**src/sv/assert_macros.svh**
```systemverilog
// assertion macros shared by the record delta encoder rtl
// expects clk and arst_n in the scope of each use
`ifndef ASSERT_MACROS_SVH
`define ASSERT_MACROS_SVH
`ifndef SYNTHESIS
// condition must hold at every edge out of reset
`define RDE_ASSERT_ALWAYS(lbl, cond) \
	lbl: assert property (@(posedge clk) disable iff (!arst_n) (cond)) \
		else $error("rde assertion failed");
// consequent must hold in the same cycle as the antecedent
`define RDE_ASSERT_IMPLY(lbl, ante, cons) \
	lbl: assert property (@(posedge clk) disable iff (!arst_n) (ante) |-> (cons)) \
		else $error("rde assertion failed");
`else
`define RDE_ASSERT_ALWAYS(lbl, cond)
`define RDE_ASSERT_IMPLY(lbl, ante, cons)
`endif
`endif

```
**src/sv/rde_pkg.sv**
```systemverilog
// types, constants and field tables of the record delta encoder
// no dependencies
package rde_pkg;

	localparam int FIELD_COUNT      = 44;
	localparam int MASK_BYTES_DEF   = 6;
	localparam int OVERFLOW_BIT_DEF = 47;
	localparam int YOFFSET_FIELD    = 19;
	localparam int SUB_LOW_FIELDS   = 12;
	localparam int DELTA1_MIN       = -128;
	localparam int DELTA1_MAX       = 127;
	localparam int DELTA2_MIN       = -32768;
	localparam int DELTA2_MAX       = 32767;
	localparam logic [7:0] MAX_LEN_RESET = 8'hFF;

	// absolute width in bytes of each field
	localparam logic [2:0] ABS_W [FIELD_COUNT] = '{
		4,4,4,4,4,4, 2,2,2,2, 4,4, 1,1,1, 2,2,2,2, 4,
		1,1,1,1,1,1,1, 4,4, 1, 2,2, 1,1,1,1,1,1,1,1, 4,4,4, 1};

	// narrow delta width, zero when the field is sent absolute only
	localparam logic [1:0] DLT_W [FIELD_COUNT] = '{
		2,2,2,2,2,2, 1,1,1,1, 2,2, 0,0,0, 0,0,0,0, 2,
		0,0,0,0,0,0,0, 0,0, 0, 0,0, 0,0,0,0,0,0,0,0, 0,0,0, 0};

	// fields held as sign-extended 16-bit values
	localparam logic SHORT_F [FIELD_COUNT] = '{
		0,0,0,0,0,0, 0,0,0,0, 0,0, 1,1,1, 1,1,0,1, 0,
		1,1,0,1,1,1,1, 0,0, 1, 1,1, 1,1,1,1,0,1,1,0, 0,0,0, 1};

	typedef struct packed {
		logic signed [31:0] field_value;
		logic               full_frame;
		logic [7:0]         player_index;
	} src_t;

	typedef struct packed {
		logic [63:0] packet_bytes;
		logic [3:0]  byte_count;
		logic        last_chunk;
		logic        status;
	} res_t;

	// one packet byte handed to the chunk packer
	typedef struct packed {
		logic       vld;
		logic       last;
		logic       fail;
		logic [7:0] data;
	} byte_req_t;

	typedef enum logic [2:0] {
		ST_LOAD,
		ST_SCAN_RD,
		ST_SCAN_EV,
		ST_CHECK,
		ST_HDR,
		ST_DRD,
		ST_DBYTE
	} state_t;

endpackage

```
**src/sv/rde_packer.sv**
```systemverilog
// gathers packet bytes into 8-byte little-endian chunks with an output register
// depends on rde_pkg
module rde_packer import rde_pkg::*; (
	input  logic      clk,
	input  logic      arst_n,
	input  byte_req_t req,
	output logic      take,
	output logic      res_valid,
	input  logic      res_ready,
	output res_t      res_data
);

	logic [63:0] chunk_q;
	logic [2:0]  cnt_q;
	logic        free;
	logic        done;
	logic [63:0] merged;

	// a request that closes a chunk needs the output register free
	always_comb begin
		free   = !res_valid || res_ready;
		done   = req.fail || req.last || (cnt_q == 3'd7);
		take   = (req.vld || req.fail) && (free || !done);
		merged = chunk_q | (64'(req.data) << {cnt_q, 3'b000});
	end

	// chunk assembly and output valid
	always_ff @(posedge clk or negedge arst_n) begin
		if (!arst_n) begin
			chunk_q   <= '0;
			cnt_q     <= '0;
			res_valid <= 1'b0;
		end else begin
			if (take && done)
				res_valid <= 1'b1;
			else if (res_valid && res_ready)
				res_valid <= 1'b0;
			if (take) begin
				if (done) begin
					chunk_q   <= '0;
					cnt_q     <= '0;
				end else begin
					chunk_q <= merged;
					cnt_q   <= cnt_q + 3'd1;
				end
			end
		end
	end

	// output payload
	always_ff @(posedge clk) begin
		if (take && done) begin
			if (req.fail) begin
				res_data.packet_bytes <= '0;
				res_data.byte_count   <= '0;
				res_data.last_chunk   <= 1'b1;
				res_data.status       <= 1'b1;
			end else begin
				res_data.packet_bytes <= merged;
				res_data.byte_count   <= 4'({1'b0, cnt_q}) + 4'd1;
				res_data.last_chunk   <= req.last;
				res_data.status       <= 1'b0;
			end
		end
	end

endmodule

```
**config.mk**
```make
export PLATFORM = sky130hd
export DESIGN_NAME = rde_packer
export DESIGN_NICKNAME = d
export VERILOG_FILES = /design/src/sv/assert_macros.svh /design/src/sv/rde_pkg.sv /design/src/sv/rde_packer.sv
export SDC_FILE = /design/constraint.sdc
export NUM_CORES = 1
export LEC_CHECK = 0
export BUFFER_PORTS_ARGS = -buffer_cell sky130_fd_sc_hd__buf_2
export CELL_PAD_IN_SITES_DETAIL_PLACEMENT = 0
export CELL_PAD_IN_SITES_GLOBAL_PLACEMENT = 1
export CORE_UTILIZATION = 45
export CTS_CLUSTER_SIZE = 20
export DETAILED_ROUTE_END_ITERATION = 8
export GPL_ROUTABILITY_DRIVEN = 0
export PLACE_DENSITY_LB_ADDON = 0.1
export SYNTH_ARGS = -nofsm -noshare
export SYNTH_HDL_FRONTEND = slang
export SYNTH_SLANG_ARGS = --single-unit
```
**constraint.sdc**
```tcl
create_clock -name clk -period 4.05 [get_ports clk]
set_input_delay 0.81 -clock clk [delete_from_list [all_inputs] [get_ports clk]]
set_output_delay 0.81 -clock clk [all_outputs]
set_load 0.05 [all_outputs]
```
# Yosys cells after proc, flatten, opt, wreduce, memory -nomap -nowiden
# Index checks and enable logic that the tools add are counted.
[totals]
out_inout_bits = 72
regBits = 138
[classes]
n_bitwise = 1
n_eq_ne = 1
add_sub_neg = 2
muxes = 5
n_reduce_logical = 11
n_shift = 1
[op_table]
columns = ["operator", "n"]
rows = [
  ["$mux W64", 1],
  ["$or A64 B64 Y64", 1],
  ["$shl A8 B6 Y64", 1],
  ["$logic_or A1 B1 Y1", 5],
  ["$add A3 B1 Y4 const B", 1],
  ["$add A3 B1 Y3 const B", 1],
  ["$eq A3 B3 Y1 const B", 1],
  ["$logic_and A1 B1 Y1", 3],
  ["$mux W1", 3],
  ["$mux W3", 1],
  ["$logic_not A1 Y1", 2],
  ["$reduce_bool A2 Y1", 1],
]

# Longest topological paths before layout
[logic_depth]
word_depth = 7
depth_mapped = 7
ltp_nobuf = 5

# Worst setup path after synthesis
# Ideal clock, no wire load.
[synth_timing]
path_kind = "input to register"
startpoint = "in req[8] (netlist name)"
endpoint = "reg res_data[0] (netlist name) (enable)"
setup_slack_ps = 788
cell_stages = 5
setup_ps = 424
t_required_ps = 3626
arrival_time_ps = 2838
cell_sequence = "buf_2 o21ai_0 buf_2 buf_1 inv_1"
[synth_between]
elab_chain_cells = 6
word_cells_on_any_way = 7
cone_classes = "reduce/logical: 7"
[synth_lines]
columns = ["item", "line_no", "rtl"]
rows = [
  ["from (decl)", "rde_packer.sv:6", "input byte_req_t req,"],
  ["$logic_or A1 B1 Y1 (2 in series)", "rde_packer.sv:22", "done = req.fail || req.last || (cnt_q == 3'd7);"],
  ["$logic_not A1 Y1", "rde_packer.sv:23", "take = (req.vld || req.fail) && (free || !done);"],
  ["$logic_or A1 B1 Y1", "rde_packer.sv:23", ""],
  ["$logic_and A1 B1 Y1", "rde_packer.sv:23", ""],
  ["$logic_and A1 B1 Y1 (*)", "rde_packer.sv:52", "if (take && done) begin"],
  ["to (decl)", "rde_packer.sv:10", "output res_t res_data"],
]
# Every way passes the cells marked *; elsewhere a longest branch is shown, timed or not.
# A chain may end at the register's enable or synchronous reset.

# Final worst setup path
[layout_timing]
startpoint = "reg cnt_q[0]"
endpoint = "out take"
[layout_between]
elab_chain_cells = 5
[layout_lines]
columns = ["item", "line_no", "rtl"]
rows = [
  ["from (decl)", "rde_packer.sv:14", "logic [2:0] cnt_q;"],
  ["from (signal assigned)", "rde_packer.sv:44", "cnt_q <= cnt_q + 3'd1;"],
  ["$eq A3 B3 Y1", "rde_packer.sv:22", ""],
  ["$logic_or A1 B1 Y1", "rde_packer.sv:22", ""],
  ["$logic_not A1 Y1", "rde_packer.sv:23", ""],
  ["$logic_or A1 B1 Y1", "rde_packer.sv:23", ""],
  ["$logic_and A1 B1 Y1", "rde_packer.sv:23", ""],
  ["to (decl)", "rde_packer.sv:7", "output logic take,"],
]
# No other way between the ends.

==> results by group <==
Status
  • Outcome: finished clean

STA
  • Slew Limit Fails: 0
  • Final Critical Period: 3.16 ns
  • Tcrit/Tclk final: 0.781
  • Rel. slew slack: 0.263
  • Hold Vio Cnt, Final: 0
  • Worst Max-Slew Pin Slew: 1.10 ns
  • Endpoints failing setup: 0
  • Max Freq: 316 MHz
  • RSZ-0062 raised after global routing: false
  • Worst Skew: 0.00491 ns
  • Final setup TNS: 0 ns

Synth
  • Number of synthesized flops with an enable pin: 70
  • Post-Syn Area: 5880 um^2
  • Synth Instances: 490
  • Syn avg cell area: 12.0 um^2
  • Main synth FF type: edfxtp_1
  • Syn nets: 506
  • Sequential area share after synthesis: 0.647
  • Fraction of registers with async set/reset: 0.493
  • FF+latch count, synth: 138
  • Synth Warn #: 0
  • Netlist cell types: 31

Clock tree
  • Post_cts resized: 0
  • Number of CTS-inserted buffers: 17
  • CTS sink cnt: 138
  • Max Root-Sink Buffers: 2
  • Post-CTS setup buffers: 0
  • Post-CTS Hold Buffers: 0
  • Clock tree from TritonCTS: done
  • CTS root buf: clkbuf_16
  • H-Tree Depth: 4
  • Clock latency at the later pin of the worst-skew pair: 0.42 ns
  • Clock transition at path regs: 0.06 ns

Floorplanning
  • Core box area: 12700 um^2
  • Total die area: 13500 um^2
  • Die width: 116 um
  • Die Height: 116 um
  • Row count: 41
  • Starting density of the core: 0.464
  • IO Count: 86

Power and ir drop
  • Total power: 3.63 mW
  • Switch Pwr: 1.00 mW
  • Internal: 2.63 mW
  • Leakage: 2.87 nW
  • Pwr dens: 523 nW/um^2
  • Switching part of the total: 0.276
  • Worst VDD drop: 308 uV
  • Comb power frac: 0.139
  • Reg power frac: 0.440
  • Power share of the clock group: 0.421

Placement
  • Dpl cell area: 6360 um^2
  • Placed Cells: 704
  • DPL Wire Length: 8.36 mm
  • I/O Buffers: 85

Worst setup path
  • Crit Path Class: register to output port
  • WP data required: 3.24 ns
  • R2r setup slk: 1.58 ns
  • Worst-path fanout max: 19
  • Worst r2r src: cnt_q[0]
  • Critical Path Source Type: register
  • Reg2Reg Depth: 6
  • Worst r2r dst: res_data[22]
  • Worst setup EP type: output port
  • CP arrival: 2.35 ns

Route
  • DR DRC count: 0
  • 1st-iter DRT viols: 326
  • Final wirelength: 14.5 mm
  • Antenna viol nets, final: 0
  • Vias per cell: 5.58
  • First-pass DRT Iterations: 5
  • Via count: 4105
  • WL per Instance: 19.7 um

GRT
  • GRT Resource Usage Total: 0.233
  • Initial antenna violation count: 0
  • Global-route wire length before repair: 22.4 mm
  • Vias in the first global route: 3967
  • Total gr overflow: 0
  • Largest net degree at the start of global routing: 71

Finish
  • Final nets: 567
  • Diode count: 0
  • Core Util, Final: 0.548
  • Design Area, Final: 6940 um^2
  • Share of cells above drive strength 1: 0.234
  • Fin cells: 736
  • Area growth from synthesis to layout: 18.1%

Run
  • Max Cap Violations: 0

Hold path
  • HP Class: input port to asynchronous set/reset pin
==> power by group through the flow <==
stage | clock network, mW | logic, mW | registers (mW)
2_1_floorplan | 0 | 0.172 | 1.82
4_1_cts | 1.55 | 0.508 | 1.60
3_5_place_dp | 0 | 0.507 | 1.62
5_1_grt | 1.61 | 0.536 | 1.61
3_3_place_gp | 0 | 0.503 | 1.62
6_report | 1.53 | 0.504 | 1.60
==> final cells by class <==
class	instances	area, um^2
fillers	1150	5730
flip-flops and latches	138	3800
well taps	172	215
multi-input cells	299	1850
inverters	3	11.3
clock inverters	8	92.6
clock buffers	24	492
repair buffers	92	478
==> cells in the mapped netlist (3+ instances only) <==
cell,number,share of area
nand3b_1,3,0.0038
a21oi_1,64,0.054
dfrtp_1,68,0.29
nor3b_2,3,0.0064
a211oi_1,64,0.082
nor2_1,68,0.043
buf_2,7,0.0060
buf_1,7,0.0045
and3b_1,3,0.0045
inv_1,3,0.0019
buf_6,5,0.0096
o21a_1,65,0.083
clkbuf_1,31,0.020
edfxtp_1,70,0.36
o21ai_1,8,0.0068
nor2b_1,3,0.0032
==> cell families after synthesis <==
group / count (synthesis) / synth area share
AOI/OAI and AO/OA: 205 / 0.231
adders and majority gates: 2 / 0.00425
DFF: 138 / 0.647
and+or+nand+nor: 91 / 0.0743
muxes: 1 / 0.00191
buffers and inverters: 53 / 0.0417
==> layer usage <==
metal,wire [um],global-route usage,vias up
met3,922,0.0643,33
met5,0,0,-
li1,-,-,1932
met2,6730,0.338,128
met4,473,0.132,0
met1,6350,0.316,2012
==> flip-flops by register name, summed over array words and instances (netlist names) <==
signal / flops
res_data: 70
res_valid: 1
chunk_q: 64
cnt_q: 3
==> worst max-delay path, cell delays in order (launching register included) <==
cell	delay, ns
dfrtp_1	0.57
ha_1	0.30
ha_1	0.19
or3_4	0.33
a21o_1	0.20
inv_1	0.07
buf_2	0.26
==> stage by stage <==
step	worst slack [ns]	hold WS (ns)
detailed placement	1.08	0.480
floorplan	0.788	0.465
global route	0.755	0.442
CTS	0.876	0.406
finish	0.888	0.390
global placement	1.15	0.474
==> worst max path at each step <==
| stage | from | to | slack [ns] | cells after the start |
|---|---|---|---|---|
| 6_report | cnt_q[0] | take | 0.89 | 6 |
| 5_1_grt | cnt_q[0] | take | 0.75 | 6 |
| 4_1_cts | cnt_q[0] | take | 0.88 | 6 |
| 3_5_place_dp | req[8] | res_data[5] | 1.08 | 5 |
| 3_3_place_gp | req[8] | res_data[5] | 1.15 | 5 |
| 2_1_floorplan | req[8] | res_data[0] | 0.79 | 5 |
==> cell usage in the layout, fill, tap and decap left out, types with 7 or more instances in the layout <==
| master | Yosys | routed |
|---|---|---|
| buf_2 | 7 | 85 |
| edfxtp_1 | 70 | 70 |
| nor2_1 | 68 | 68 |
| dfrtp_1 | 68 | 68 |
| o21a_1 | 65 | 65 |
| a211oi_1 | 64 | 64 |
| a21oi_1 | 64 | 64 |
| clkbuf_16 | 0 | 17 |
| o21ai_1 | 8 | 8 |
| buf_4 | 0 | 7 |
(Power assumes the default switching activity.)
